[src/rtl/ole_pkg.sv]
package ole_pkg;

    // List geometry
    localparam int CAPACITY = 32;
    localparam int IDX_W    = $clog2(CAPACITY);
    localparam int SLOT_W   = $clog2(CAPACITY + 1);
    localparam int CNT_W    = SLOT_W;
    localparam int POS_W    = IDX_W;

    localparam logic [SLOT_W-1:0] NULL_SLOT = SLOT_W'(CAPACITY);

    // Field widths at the ports
    localparam int REQ_W       = 3;
    localparam int VAL_W       = 32;
    localparam int STATUS_W    = 2;
    localparam int FOUND_POS_W = 5;
    localparam int ELEM_CNT_W  = 6;

    // Request codes
    localparam logic [REQ_W-1:0] REQ_INS_HEAD   = 3'd0;
    localparam logic [REQ_W-1:0] REQ_INS_TAIL   = 3'd1;
    localparam logic [REQ_W-1:0] REQ_INS_AFTER  = 3'd2;
    localparam logic [REQ_W-1:0] REQ_INS_BEFORE = 3'd3;
    localparam logic [REQ_W-1:0] REQ_DELETE     = 3'd4;
    localparam logic [REQ_W-1:0] REQ_SEARCH     = 3'd5;

    // Status codes
    localparam logic [STATUS_W-1:0] ST_OK        = 2'd0;
    localparam logic [STATUS_W-1:0] ST_NOT_FOUND = 2'd1;
    localparam logic [STATUS_W-1:0] ST_FULL      = 2'd2;

    typedef struct packed {
        logic [REQ_W-1:0]        req_type;
        logic signed [VAL_W-1:0] key_value;
        logic signed [VAL_W-1:0] target_value;
    } req_t;

    typedef struct packed {
        logic [STATUS_W-1:0] status;
        logic [POS_W-1:0]    pos;
        logic [CNT_W-1:0]    count;
    } res_t;

    // Write and read commands towards the slot store
    typedef struct packed {
        logic [IDX_W-1:0]        rd_addr;
        logic                    val_we;
        logic [IDX_W-1:0]        val_wa;
        logic signed [VAL_W-1:0] val_wd;
        logic                    nxt_we;
        logic [IDX_W-1:0]        nxt_wa;
        logic [SLOT_W-1:0]       nxt_wd;
        logic                    prv_we;
        logic [IDX_W-1:0]        prv_wa;
        logic [SLOT_W-1:0]       prv_wd;
        logic                    fre_we;
        logic [IDX_W-1:0]        fre_wa;
        logic [IDX_W-1:0]        fre_wd;
        logic [IDX_W-1:0]        fre_ra;
    } store_cmd_t;

    typedef struct packed {
        logic signed [VAL_W-1:0] val;
        logic [SLOT_W-1:0]       nxt;
        logic [SLOT_W-1:0]       prv;
        logic [IDX_W-1:0]        fre;
    } store_rd_t;

endpackage

[src/rtl/ordered_list_engine.sv]
// Channel   Direction  Ports           Word contents (lowest bit up)
// request   in         s_axis_*        tuser: req_type[2:0]
//                                      tdata: key_value[31:0], target_value[63:32]
// result    out        m_axis_*        tdata: status[1:0], found_position[6:2],
//                                             element_count[12:7], zero[15:13]
//
// A request runs from IDLE through START and ends in DONE; a full-list insert or an unused
// code goes straight to DONE. Insert at head or tail needs no walk of the list.
// Other requests walk from the head: one linked element a cycle through the single
// read port of the slot store, then inserts read the free slot in ALLOC and link in LINK1 and LINK2.
// Reset (aresetn low, synchronous) empties the list at once; store contents are kept.
// s_axis_tready is high only while idle; a finished result waits in the output register.
module ordered_list_engine
    import ole_pkg::*;
(
    input  logic                   aclk,
    input  logic                   aresetn,
    input  logic                   s_axis_tvalid,
    output logic                   s_axis_tready,
    input  logic [2*VAL_W-1:0]     s_axis_tdata,   // key_value, target_value
    input  logic [REQ_W-1:0]       s_axis_tuser,   // req_type
    output logic                   m_axis_tvalid,
    input  logic                   m_axis_tready,
    output logic [15:0]            m_axis_tdata    // status, found_position, element_count
);

    localparam int RES_W = STATUS_W + FOUND_POS_W + ELEM_CNT_W;
    localparam int OUT_W = 16;

    req_t       req_in;
    res_t       res;
    logic       res_valid;
    logic       res_ack;
    store_cmd_t cmd;
    store_rd_t  rd;

    logic             out_valid_reg, out_valid_next;
    logic [OUT_W-1:0] out_data_reg, out_data_next;

    // unpack the request word
    assign req_in.req_type     = s_axis_tuser;
    assign req_in.key_value    = s_axis_tdata[VAL_W-1:0];
    assign req_in.target_value = s_axis_tdata[2*VAL_W-1:VAL_W];

    ole_seq u_seq (
        .aclk      (aclk),
        .aresetn   (aresetn),
        .req_valid (s_axis_tvalid),
        .req_ready (s_axis_tready),
        .req_in    (req_in),
        .res_valid (res_valid),
        .res_ack   (res_ack),
        .res       (res),
        .cmd       (cmd),
        .rd        (rd)
    );

    ole_store u_store (
        .aclk (aclk),
        .cmd  (cmd),
        .rd   (rd)
    );

    // take the result whenever the output register is empty or draining
    assign res_ack = res_valid && (!out_valid_reg || m_axis_tready);

    always_comb begin
        out_valid_next = out_valid_reg;
        out_data_next  = out_data_reg;
        if (res_ack) begin
            out_valid_next = 1'b1;
            out_data_next  = {(OUT_W - RES_W)'(0),
                              ELEM_CNT_W'(res.count),
                              FOUND_POS_W'(res.pos),
                              res.status};
        end else if (m_axis_tready) begin
            out_valid_next = 1'b0;
        end
    end

    always_ff @(posedge aclk) begin
        if (!aresetn) begin
            out_valid_reg <= 1'b0;
        end else begin
            out_valid_reg <= out_valid_next;
        end
    end

    always_ff @(posedge aclk) begin
        out_data_reg <= out_data_next;
    end

    assign m_axis_tvalid = out_valid_reg;
    assign m_axis_tdata  = out_data_reg;

    // drop ready for the whole of a request once its word is taken
    a_busy_after_accept: assert property (@(posedge aclk) disable iff (!aresetn)
        (s_axis_tvalid && s_axis_tready) |=> !s_axis_tready)
        else $error("request accepted while previous one in progress");

    // the element count never exceeds the capacity
    a_count_bound: assert property (@(posedge aclk) disable iff (!aresetn)
        m_axis_tvalid |-> (m_axis_tdata[12:7] <= ELEM_CNT_W'(CAPACITY)))
        else $error("element count beyond capacity");

    // a rejected insert only happens on a full list and reports no position
    a_full_status: assert property (@(posedge aclk) disable iff (!aresetn)
        (m_axis_tvalid && (m_axis_tdata[1:0] == ST_FULL)) |->
        ((m_axis_tdata[12:7] == ELEM_CNT_W'(CAPACITY)) && (m_axis_tdata[6:2] == '0)))
        else $error("full status on a list that is not full");

    // a miss reports position zero
    a_miss_position: assert property (@(posedge aclk) disable iff (!aresetn)
        (m_axis_tvalid && (m_axis_tdata[1:0] == ST_NOT_FOUND)) |->
        (m_axis_tdata[6:2] == '0))
        else $error("not found status with a position");

endmodule

[src/rtl/ole_store.sv]
module ole_store
    import ole_pkg::*;
(
    input  logic       aclk,
    input  store_cmd_t cmd,
    output store_rd_t  rd
);

    logic signed [VAL_W-1:0] val_mem [CAPACITY];
    logic [SLOT_W-1:0]       nxt_mem [CAPACITY];
    logic [SLOT_W-1:0]       prv_mem [CAPACITY];
    logic [IDX_W-1:0]        fre_mem [CAPACITY];   // stack of released slots

    store_rd_t rd_reg;

    always_ff @(posedge aclk) begin
        if (cmd.val_we) begin
            val_mem[cmd.val_wa] <= cmd.val_wd;
        end
        if (cmd.nxt_we) begin
            nxt_mem[cmd.nxt_wa] <= cmd.nxt_wd;
        end
        if (cmd.prv_we) begin
            prv_mem[cmd.prv_wa] <= cmd.prv_wd;
        end
        if (cmd.fre_we) begin
            fre_mem[cmd.fre_wa] <= cmd.fre_wd;
        end
        rd_reg.val <= val_mem[cmd.rd_addr];
        rd_reg.nxt <= nxt_mem[cmd.rd_addr];
        rd_reg.prv <= prv_mem[cmd.rd_addr];
        rd_reg.fre <= fre_mem[cmd.fre_ra];
    end

    assign rd = rd_reg;

endmodule

[src/rtl/ole_seq.sv]
module ole_seq
    import ole_pkg::*;
(
    input  logic       aclk,
    input  logic       aresetn,
    input  logic       req_valid,
    output logic       req_ready,
    input  req_t       req_in,
    output logic       res_valid,
    input  logic       res_ack,
    output res_t       res,
    output store_cmd_t cmd,
    input  store_rd_t  rd
);

    typedef enum logic [7:0] {
        S_IDLE  = 8'b0000_0001,
        S_START = 8'b0000_0010,
        S_WALK  = 8'b0000_0100,
        S_DEL   = 8'b0000_1000,
        S_ALLOC = 8'b0001_0000,
        S_LINK1 = 8'b0010_0000,
        S_LINK2 = 8'b0100_0000,
        S_DONE  = 8'b1000_0000
    } state_t;

    state_t state_reg, state_next;

    logic [SLOT_W-1:0] head_reg, head_next;
    logic [SLOT_W-1:0] tail_reg, tail_next;
    logic [CNT_W-1:0]  len_reg, len_next;
    logic [CNT_W-1:0]  fsp_reg, fsp_next;      // released slots on the stack
    logic [CNT_W-1:0]  fresh_reg, fresh_next;  // slots never yet handed out

    req_t                    req_reg, req_next;
    logic signed [VAL_W-1:0] cmp_reg, cmp_next;
    logic [SLOT_W-1:0]       cur_reg, cur_next;
    logic [POS_W-1:0]        pos_reg, pos_next;
    logic [STATUS_W-1:0]     status_reg, status_next;
    logic [SLOT_W-1:0]       m_nxt_reg, m_nxt_next;
    logic [SLOT_W-1:0]       m_prv_reg, m_prv_next;
    logic [SLOT_W-1:0]       s_reg, s_next;
    logic [SLOT_W-1:0]       p_reg, p_next;
    logic [SLOT_W-1:0]       n_reg, n_next;

    logic [CNT_W-1:0]  fsp_m1;
    logic [SLOT_W-1:0] new_slot;
    logic              is_insert;
    logic              val_eq;

    assign fsp_m1    = fsp_reg - CNT_W'(1);
    assign new_slot  = (fsp_reg != '0) ? SLOT_W'(rd.fre) : SLOT_W'(fresh_reg);
    assign is_insert = (req_reg.req_type == REQ_INS_HEAD) || (req_reg.req_type == REQ_INS_TAIL)
                    || (req_reg.req_type == REQ_INS_AFTER)
                    || (req_reg.req_type == REQ_INS_BEFORE);
    // the one shared compare unit
    assign val_eq    = (rd.val == cmp_reg);

    always_comb begin
        state_next  = state_reg;
        head_next   = head_reg;
        tail_next   = tail_reg;
        len_next    = len_reg;
        fsp_next    = fsp_reg;
        fresh_next  = fresh_reg;
        req_next    = req_reg;
        cmp_next    = cmp_reg;
        cur_next    = cur_reg;
        pos_next    = pos_reg;
        status_next = status_reg;
        m_nxt_next  = m_nxt_reg;
        m_prv_next  = m_prv_reg;
        s_next      = s_reg;
        p_next      = p_reg;
        n_next      = n_reg;

        cmd         = '0;
        cmd.rd_addr = cur_reg[IDX_W-1:0];
        cmd.fre_ra  = fsp_m1[IDX_W-1:0];

        unique case (state_reg)
            S_IDLE: begin
                if (req_valid) begin
                    req_next    = req_in;
                    cmp_next    = ((req_in.req_type == REQ_INS_AFTER) ||
                                   (req_in.req_type == REQ_INS_BEFORE)) ?
                                  req_in.target_value : req_in.key_value;
                    pos_next    = '0;
                    status_next = ST_OK;
                    state_next  = S_START;
                end
            end
            S_START: begin
                if (req_reg.req_type > REQ_SEARCH) begin
                    state_next = S_DONE;
                end else if (is_insert && (len_reg == CNT_W'(CAPACITY))) begin
                    status_next = ST_FULL;
                    state_next  = S_DONE;
                end else if ((req_reg.req_type == REQ_INS_HEAD) ||
                             (req_reg.req_type == REQ_INS_TAIL)) begin
                    state_next = S_ALLOC;
                end else if (head_reg == NULL_SLOT) begin
                    status_next = ST_NOT_FOUND;
                    state_next  = S_DONE;
                end else begin
                    cmd.rd_addr = head_reg[IDX_W-1:0];
                    cur_next    = head_reg;
                    state_next  = S_WALK;
                end
            end
            S_WALK: begin
                if (val_eq) begin
                    m_nxt_next = rd.nxt;
                    m_prv_next = rd.prv;
                    if (req_reg.req_type == REQ_SEARCH) begin
                        state_next = S_DONE;
                    end else if (req_reg.req_type == REQ_DELETE) begin
                        state_next = S_DEL;
                    end else begin
                        state_next = S_ALLOC;
                    end
                end else if (rd.nxt == NULL_SLOT) begin
                    status_next = ST_NOT_FOUND;
                    pos_next    = '0;
                    state_next  = S_DONE;
                end else begin
                    cmd.rd_addr = rd.nxt[IDX_W-1:0];
                    cur_next    = rd.nxt;
                    pos_next    = pos_reg + POS_W'(1);
                end
            end
            S_DEL: begin
                if (m_prv_reg != NULL_SLOT) begin
                    cmd.nxt_we = 1'b1;
                    cmd.nxt_wa = m_prv_reg[IDX_W-1:0];
                    cmd.nxt_wd = m_nxt_reg;
                end else begin
                    head_next = m_nxt_reg;
                end
                if (m_nxt_reg != NULL_SLOT) begin
                    cmd.prv_we = 1'b1;
                    cmd.prv_wa = m_nxt_reg[IDX_W-1:0];
                    cmd.prv_wd = m_prv_reg;
                end else begin
                    tail_next = m_prv_reg;
                end
                cmd.fre_we = 1'b1;
                cmd.fre_wa = fsp_reg[IDX_W-1:0];
                cmd.fre_wd = cur_reg[IDX_W-1:0];
                fsp_next   = fsp_reg + CNT_W'(1);
                len_next   = len_reg - CNT_W'(1);
                state_next = S_DONE;
            end
            S_ALLOC: begin
                // let the registered free stack read settle before LINK1 uses it
                state_next = S_LINK1;
            end
            S_LINK1: begin
                priority if (req_reg.req_type == REQ_INS_HEAD) begin
                    p_next = NULL_SLOT;
                    n_next = head_reg;
                end else if (req_reg.req_type == REQ_INS_TAIL) begin
                    p_next = tail_reg;
                    n_next = NULL_SLOT;
                end else if (req_reg.req_type == REQ_INS_AFTER) begin
                    p_next = cur_reg;
                    n_next = m_nxt_reg;
                end else begin
                    p_next = m_prv_reg;
                    n_next = cur_reg;
                end
                s_next     = new_slot;
                cmd.val_we = 1'b1;
                cmd.val_wa = new_slot[IDX_W-1:0];
                cmd.val_wd = req_reg.key_value;
                cmd.nxt_we = 1'b1;
                cmd.nxt_wa = new_slot[IDX_W-1:0];
                cmd.nxt_wd = n_next;
                cmd.prv_we = 1'b1;
                cmd.prv_wa = new_slot[IDX_W-1:0];
                cmd.prv_wd = p_next;
                if (fsp_reg != '0) begin
                    fsp_next = fsp_m1;
                end else begin
                    fresh_next = fresh_reg + CNT_W'(1);
                end
                len_next   = len_reg + CNT_W'(1);
                state_next = S_LINK2;
            end
            S_LINK2: begin
                if (p_reg != NULL_SLOT) begin
                    cmd.nxt_we = 1'b1;
                    cmd.nxt_wa = p_reg[IDX_W-1:0];
                    cmd.nxt_wd = s_reg;
                end else begin
                    head_next = s_reg;
                end
                if (n_reg != NULL_SLOT) begin
                    cmd.prv_we = 1'b1;
                    cmd.prv_wa = n_reg[IDX_W-1:0];
                    cmd.prv_wd = s_reg;
                end else begin
                    tail_next = s_reg;
                end
                state_next = S_DONE;
            end
            S_DONE: begin
                if (res_ack) begin
                    state_next = S_IDLE;
                end
            end
            default: begin
                state_next = S_IDLE;
            end
        endcase
    end

    always_ff @(posedge aclk) begin
        if (!aresetn) begin
            state_reg <= S_IDLE;
            head_reg  <= NULL_SLOT;
            tail_reg  <= NULL_SLOT;
            len_reg   <= '0;
            fsp_reg   <= '0;
            fresh_reg <= '0;
        end else begin
            state_reg <= state_next;
            head_reg  <= head_next;
            tail_reg  <= tail_next;
            len_reg   <= len_next;
            fsp_reg   <= fsp_next;
            fresh_reg <= fresh_next;
        end
    end

    always_ff @(posedge aclk) begin
        req_reg    <= req_next;
        cmp_reg    <= cmp_next;
        cur_reg    <= cur_next;
        pos_reg    <= pos_next;
        status_reg <= status_next;
        m_nxt_reg  <= m_nxt_next;
        m_prv_reg  <= m_prv_next;
        s_reg      <= s_next;
        p_reg      <= p_next;
        n_reg      <= n_next;
    end

    assign req_ready  = (state_reg == S_IDLE);
    assign res_valid  = (state_reg == S_DONE);
    assign res.status = status_reg;
    assign res.pos    = pos_reg;
    assign res.count  = len_reg;

endmodule
[config.mk]
export PLATFORM = sky130hd
export DESIGN_NAME = ordered_list_engine
export DESIGN_NICKNAME = d
export VERILOG_FILES = /design/src/rtl/ole_pkg.sv /design/src/rtl/ordered_list_engine.sv /design/src/rtl/ole_store.sv /design/src/rtl/ole_seq.sv
export SDC_FILE = /design/constraint.sdc
export NUM_CORES = 2
export LEC_CHECK = 0
export BUFFER_PORTS_ARGS = -buffer_cell sky130_fd_sc_hd__buf_2
export CAP_MARGIN = 40
export CORE_MARGIN = 2
export CORE_UTILIZATION = 37
export DETAILED_ROUTE_END_ITERATION = 7
export GPL_TIMING_DRIVEN = 0
export SYNTH_ARGS = -nofsm -noshare
export SYNTH_HDL_FRONTEND = slang
export SYNTH_HIERARCHICAL = 1
export SYNTH_SLANG_ARGS = --single-unit
[constraint.sdc]
create_clock -name aclk -period 6.5 [get_ports aclk]
set_input_delay 0.65 -clock aclk [delete_from_list [all_inputs] [get_ports aclk]]
set_output_delay 0.65 -clock aclk [all_outputs]
set_load 0.02 [all_outputs]
======== Yosys cells after proc, flatten, opt, wreduce, memory -nomap -nowiden ========
Memory sizes are Yosys's and may differ from the RTL's. A register that Yosys moved wholly into a read port is not among the register bits.
Index checks and enable logic that the tools add are counted.
storage, ports and cells
  bits in registers ....................... 162
  memory bits (writable) .................. 1568
  output and inout bits ................... 18
  memories kept ........................... 4
  logic and storage cells ................. 170
memory list
  memory           words  width  rd ports  clocked after Yosys merged registers in  wr ports  RTL line         RTL
  u_store.val_mem  32     32     1         1                                        1         ole_store.sv:9   logic signed [VAL_W-1:0] val_mem [CAPACITY];
  u_store.nxt_mem  32     6      1         1                                        1         ole_store.sv:10  logic [SLOT_W-1:0] nxt_mem [CAPACITY];
  u_store.prv_mem  32     6      1         1                                        1         ole_store.sv:11  logic [SLOT_W-1:0] prv_mem [CAPACITY];
  u_store.fre_mem  32     5      1         1                                        1         ole_store.sv:12  logic [IDX_W-1:0] fre_mem [CAPACITY];
cells by class
  $lt $le $gt $ge ......................... 1
  multiplexer cells ....................... 71
  bitwise logic cells ..................... 1
  reductions and logical operators ........ 27
  $add $sub $neg .......................... 6
  eq/ne operators ......................... 40
operators with widths
  cell                                              count
  two-way mux 6 bit                                 17
  two-way mux 8 bit                                 9
  case mux 24 bit (3 select lines)                  1
  case mux 6 bit (2 select lines)                   5
  case mux 8 bit (7 select lines)                   1
  two-way mux 5 bit                                 11
  two-way mux 12 bit                                4
  two-way mux 38 bit                                1
  == test 32 bit                                    1
  two-way mux 32 bit                                1
  != test 6 bit, second input constant              4
  != test 2 bit, second input constant              11
  case mux 5 bit (2 select lines)                   2
  adder 6 x 1 -> 6 bit, second input constant       3
  == test 6 bit, second input constant              3
  two-way mux 2 bit                                 7
  AND reduction 7 bit                               2
  == test 3 x 2 -> 1 bit, second input constant     4
  AND reduction 3 bit                               4
  subtractor 6 x 1 -> 6 bit, second input constant  2
  two-way mux 11 bit                                1
  two-way mux 1 bit                                 10
  nonzero test 2 bit                                5
  == test 8 x 1 -> 1 bit, second input constant     1
  other kinds (24)                                  36

======== Logic depth before layout (Yosys ltp) ========
  depth after elaboration ................. 8
  gate-level depth with buffers ........... 15
  depth with buffers taken out ............ 11

======== Hierarchy ========
The synthesis kept the hierarchy.
modules (own cells, without submodules)
  module               cells each  seq. area each (sq um)  area an instance (sq um)  times used
  ole_store            3458        48066.1                 62073.3                   1
  ole_seq              676         4063.9                  7734.9                    1
  ordered_list_engine  21          410.4                   464.2                     1

======== Least setup slack after synthesis ========
OpenSTA, ideal clock, no wires.
  path type ............................... reg2reg
  start point ............................. register u_seq.state_reg[4]
  end point ............................... memory u_store.val_mem[28][0], enable pin
  data arrival time ....................... 4.066 ns
  required time ........................... 6.079 ns
  setup time .............................. 0.421 ns
  setup slack ............................. 2.013 ns
  stages on the path, launching flop included .. 10
  path buffers ............................ 5
  path through ............................ dfxtp_1 buf_2 nor3_4 and4b_1 buf_4 clkbuf_1 clkbuf_1 or3b_2 clkbuf_1 nor2_1
RTL lines
  what                    RTL line        RTL
  from (decl)             ole_seq.sv:27   state_t state_reg, state_next;
  from (signal assigned)  ole_seq.sv:227  state_reg <= state_next;
  to (decl)               ole_store.sv:9

==> run metrics <==
outcome completed; sequential fraction of the synthesis area 0.7477; final antenna-violating net count 0; total number of vias 38940; CTS sink cnt between 1500 and 2000; CP max stage cell clkbuf_1; largest net degree at the start of global routing 61; Reg2Reg Depth 16; predominant post-synthesis flop cell edfxtp_1; sequential power share 0.551; top post-synthesis cells by area edfxtp_1 (72%), mux2i_1 (10%), dfxtp_1 (2.5%); Worst Setup End Kind flip-flop; non-filler instance count after layout around 7200; CTS Root Cell clkbuf_16; Power Dens Cells 274.8 nW/um2; CP arrival 6.97 ns; Worst setup SP type flip-flop; layout cells sized above 1 0.1519; end-of-flow core utilization 0.4371; worst hold endpoint u_seq/req_reg[35]; fin crit share 0.9803; CTS Buffer Depth 3; crit path buf inv count 7; P_int about 18 mW; Hold WC Path Type in2reg; Nets 4653; Chip Width roughly 440 um; pre-CTS setup slack -0.05742 ns; Critical R2R Capture u_store/rd[19]; Comb power frac 0.008; commonest non-fill, non-tap cells in the layout edfxtp_1 (1691), mux2i_1 (718), nand2_1 (193); async set-reset flop share out of synthesis 0; post-synth cell types 74; HPWL after detailed placement ~130000 um; H-tree Lvls 4; Initial Util 0.3734; WL per Instance ~26 um; Cell Area, Placed around 76000 um2; worst stage delay on the critical path between 0.5 and 0.6 ns; worst hold stages 1; reg2reg start u_seq/cmp_reg[26]; Biggest register u_store/val_mem; Setup TNS Final 0 ns; max FFs per register around 1000; clock power share 0.441; core area around 190000 um2; DR iter-0 viols approximately 4500; setup slack, reg-to-reg between 0.1 and 0.15 ns; number of hold violations in the final report 0; Clock Skews approximately 0.033 ns; Post-Route WL around 190000 um; Largest regs u_store/val_mem: 1024 flops, u_store/nxt_mem: 192 flops, u_store/prv_mem: 192 flops; I/O Pins between 80 and 90; switching share of power 0.1952; cell area after synthesis ~70000 um2; RSZ-0062 raised after global routing no; synth warn 6; final instance area between 80000 and 90000 um2; Pins Over Slew Limit 0; fin worst setup slack about 0.13 ns; Critical Setup Path Class reg2reg; Post-synth EDFFs 1691; Placed Instances 6860; Worst EP required 7.09 ns; global-route wire length before repair approximately 270000 um; Via density about 5.4; syn_area_per_cell between 15 and 20 um2; Psw between 4 and 5 mW; VDD IR-drop max about 0.2 mV; Slew @ Worst Pin between 0.9 and 1 ns; DRT Pass-1 Iters 6; clock latency on the worst-skew pair 0.82 ns; critical path's top delay family buffers and inverters; initial antenna violation count 4; Yosys top cell by area edfxtp_1; cell count after synthesis just over 4000; total track usage 0.1920; area grow syn2layout 17.06%; drt drc 0; Leakage Power 28.51 nW; TritonCTS clock tree built; grt total ovfl 0; critical-path maximum fanout 10; die area between 150000 and 200000 um2; Worst-path clk slew around 0.060 ns; Yosys top cell area share 0.7226; max frequency roughly 160 MHz; Placer Congestion 0.8614; # rows 159; IO Port Bufs 85; Final setup viols 0; number of synthesized register bits approximately 1800; vias in the first global route 38540; Max transition margin 0.3404; crit path cell chain xnor2_1 -> nand4_1 -> nor4_4 -> buf_6 -> a21oi_1 -> o21ai_0 -> buf_2 -> nor2b_1 -> clkbuf_1 -> buf_2 -> buf_1 -> buf_6 -> clkbuf_1 -> a22oi_1 -> nand3_1 -> nand3_1; TritonCTS buffer count between 150 and 200; Min Clock Period, post-route between 6 and 7 ns; commonest non-fill, non-tap cell in the layout edfxtp_1; Die Ht between 400 and 500 um; beginning of the worst hold path s_axis_tdata[3]; Max Cap Viol 0
-- Yosys cell counts, drive strengths merged, types with 11 or more instances --
cell	instances
buf	117
nor3	48
o21ai	29
o211a	11
mux4	50
nand3	147
nor2	165
mux2i	722
edfxtp	1691
a22oi	143
clkbuf	114
mux2	43
a31oi	45
xnor2	42
or3b	15
xor2	11
dfxtp	88
nor2b	15
a21oi	155
nand4	12
inv	25
and2	61
nand3b	25
nand2	193
a22o	88
-- what timing repair did --
| action | in CTS | in global routing |
|---|---|---|
| endpoints found under the setup margin | 4 | 1 |
| endpoints found under the hold margin | 32 | 0 |
| resized for setup | 1 | 1 |
| hold buffers | 32 | 0 |
| setup buffers | 0 | 0 |
-- kinds of logic after synthesis --
kind of cell | after synthesis | share of synthesized area
AOI/OAI and AO/OA | 512 | 0.05021
xor gates and xnor gates | 53 | 0.006606
adders and majority gates | 9 | 0.001709
buffers and inverters | 256 | 0.01629
DFF | 1779 | 0.7477
muxes | 815 | 0.1265
other | 1 | 0.00005336
and+or+nand+nor | 730 | 0.05099
-- worst register-to-register path: stages, from the launching register on --
cell and delay [ns]:
edfxtp_1 0.37, xnor2_1 0.45, nand4_1 0.47, nor4_4 0.56, buf_6 0.21, a21oi_1 0.19, o21ai_0 0.25, buf_2 0.23
nor2b_1 0.15, clkbuf_1 0.52, buf_2 0.50, buf_1 0.50, buf_6 0.27, clkbuf_1 0.61, a22oi_1 0.36, nand3_1 0.26
nand3_1 0.27
-- metal layers --
metal | vias up | GRT usage | wire, um
met5 | - | 0 | 9
met4 | 2 | 0.07634 | 7120
met3 | 298 | 0.03874 | 14500
met2 | 1502 | 0.3114 | 89540
met1 | 20010 | 0.2531 | 76770
li1 | 17130 | - | -
-- how the worst max path moves through the flow --
stage                     slack (ns)  cells after the start                from                     end
after floorplan                 2.01                      9  u_seq/state_reg[4]  u_store/val_mem[28][0]
after global placement         -3.04                     13   u_seq/cmp_reg[31]          u_store/rd[19]
after detailed placement       -0.06                     15   u_seq/cmp_reg[26]          u_store/rd[46]
after CTS                       0.06                     15   u_seq/cmp_reg[26]          u_store/rd[46]
after global routing            0.02                     16   u_seq/cmp_reg[26]          u_store/rd[19]
final                           0.13                     16   u_seq/cmp_reg[26]          u_store/rd[19]
-- per-stage QoR --
| stage | hold WS, ns | power (mW) |
|---|---|---|
| after detailed placement | 0.3906 | 12.86 |
| after global placement | 0.3868 | 12.86 |
| after global routing | 0.03924 | 23.25 |
| after CTS | 0.003389 | 22.79 |
| after floorplan | 0.3855 | 12.77 |
| final | 0.07286 | 22.60 |
-- final cells by class --
type | instances | area, um2
Antenna cell | 1 | 2.502
Buffer | 231 | 1055
Clock buffer | 228 | 4763
Clock inverter | 92 | 888.4
Fill cell | 16370 | 105900
Inverter | 25 | 96.34
Multi-Input combinational cell | 2122 | 16860
Sequential cell | 1779 | 52540
Tap cell | 2495 | 3122
Timing Repair Buffer | 242 | 2935
-- power by group through the flow --
stage | Clock (mW) | Combinational [mW] | Sequential [mW]
2_1_floorplan | 0 | 0.0944 | 12.7
3_3_place_gp | 0 | 0.161 | 12.7
3_5_place_dp | 0 | 0.171 | 12.7
4_1_cts | 10.2 | 0.188 | 12.4
5_1_grt | 10.6 | 0.201 | 12.4
6_report | 9.97 | 0.188 | 12.4
Note: power is estimated with default switching activity, not from simulation.
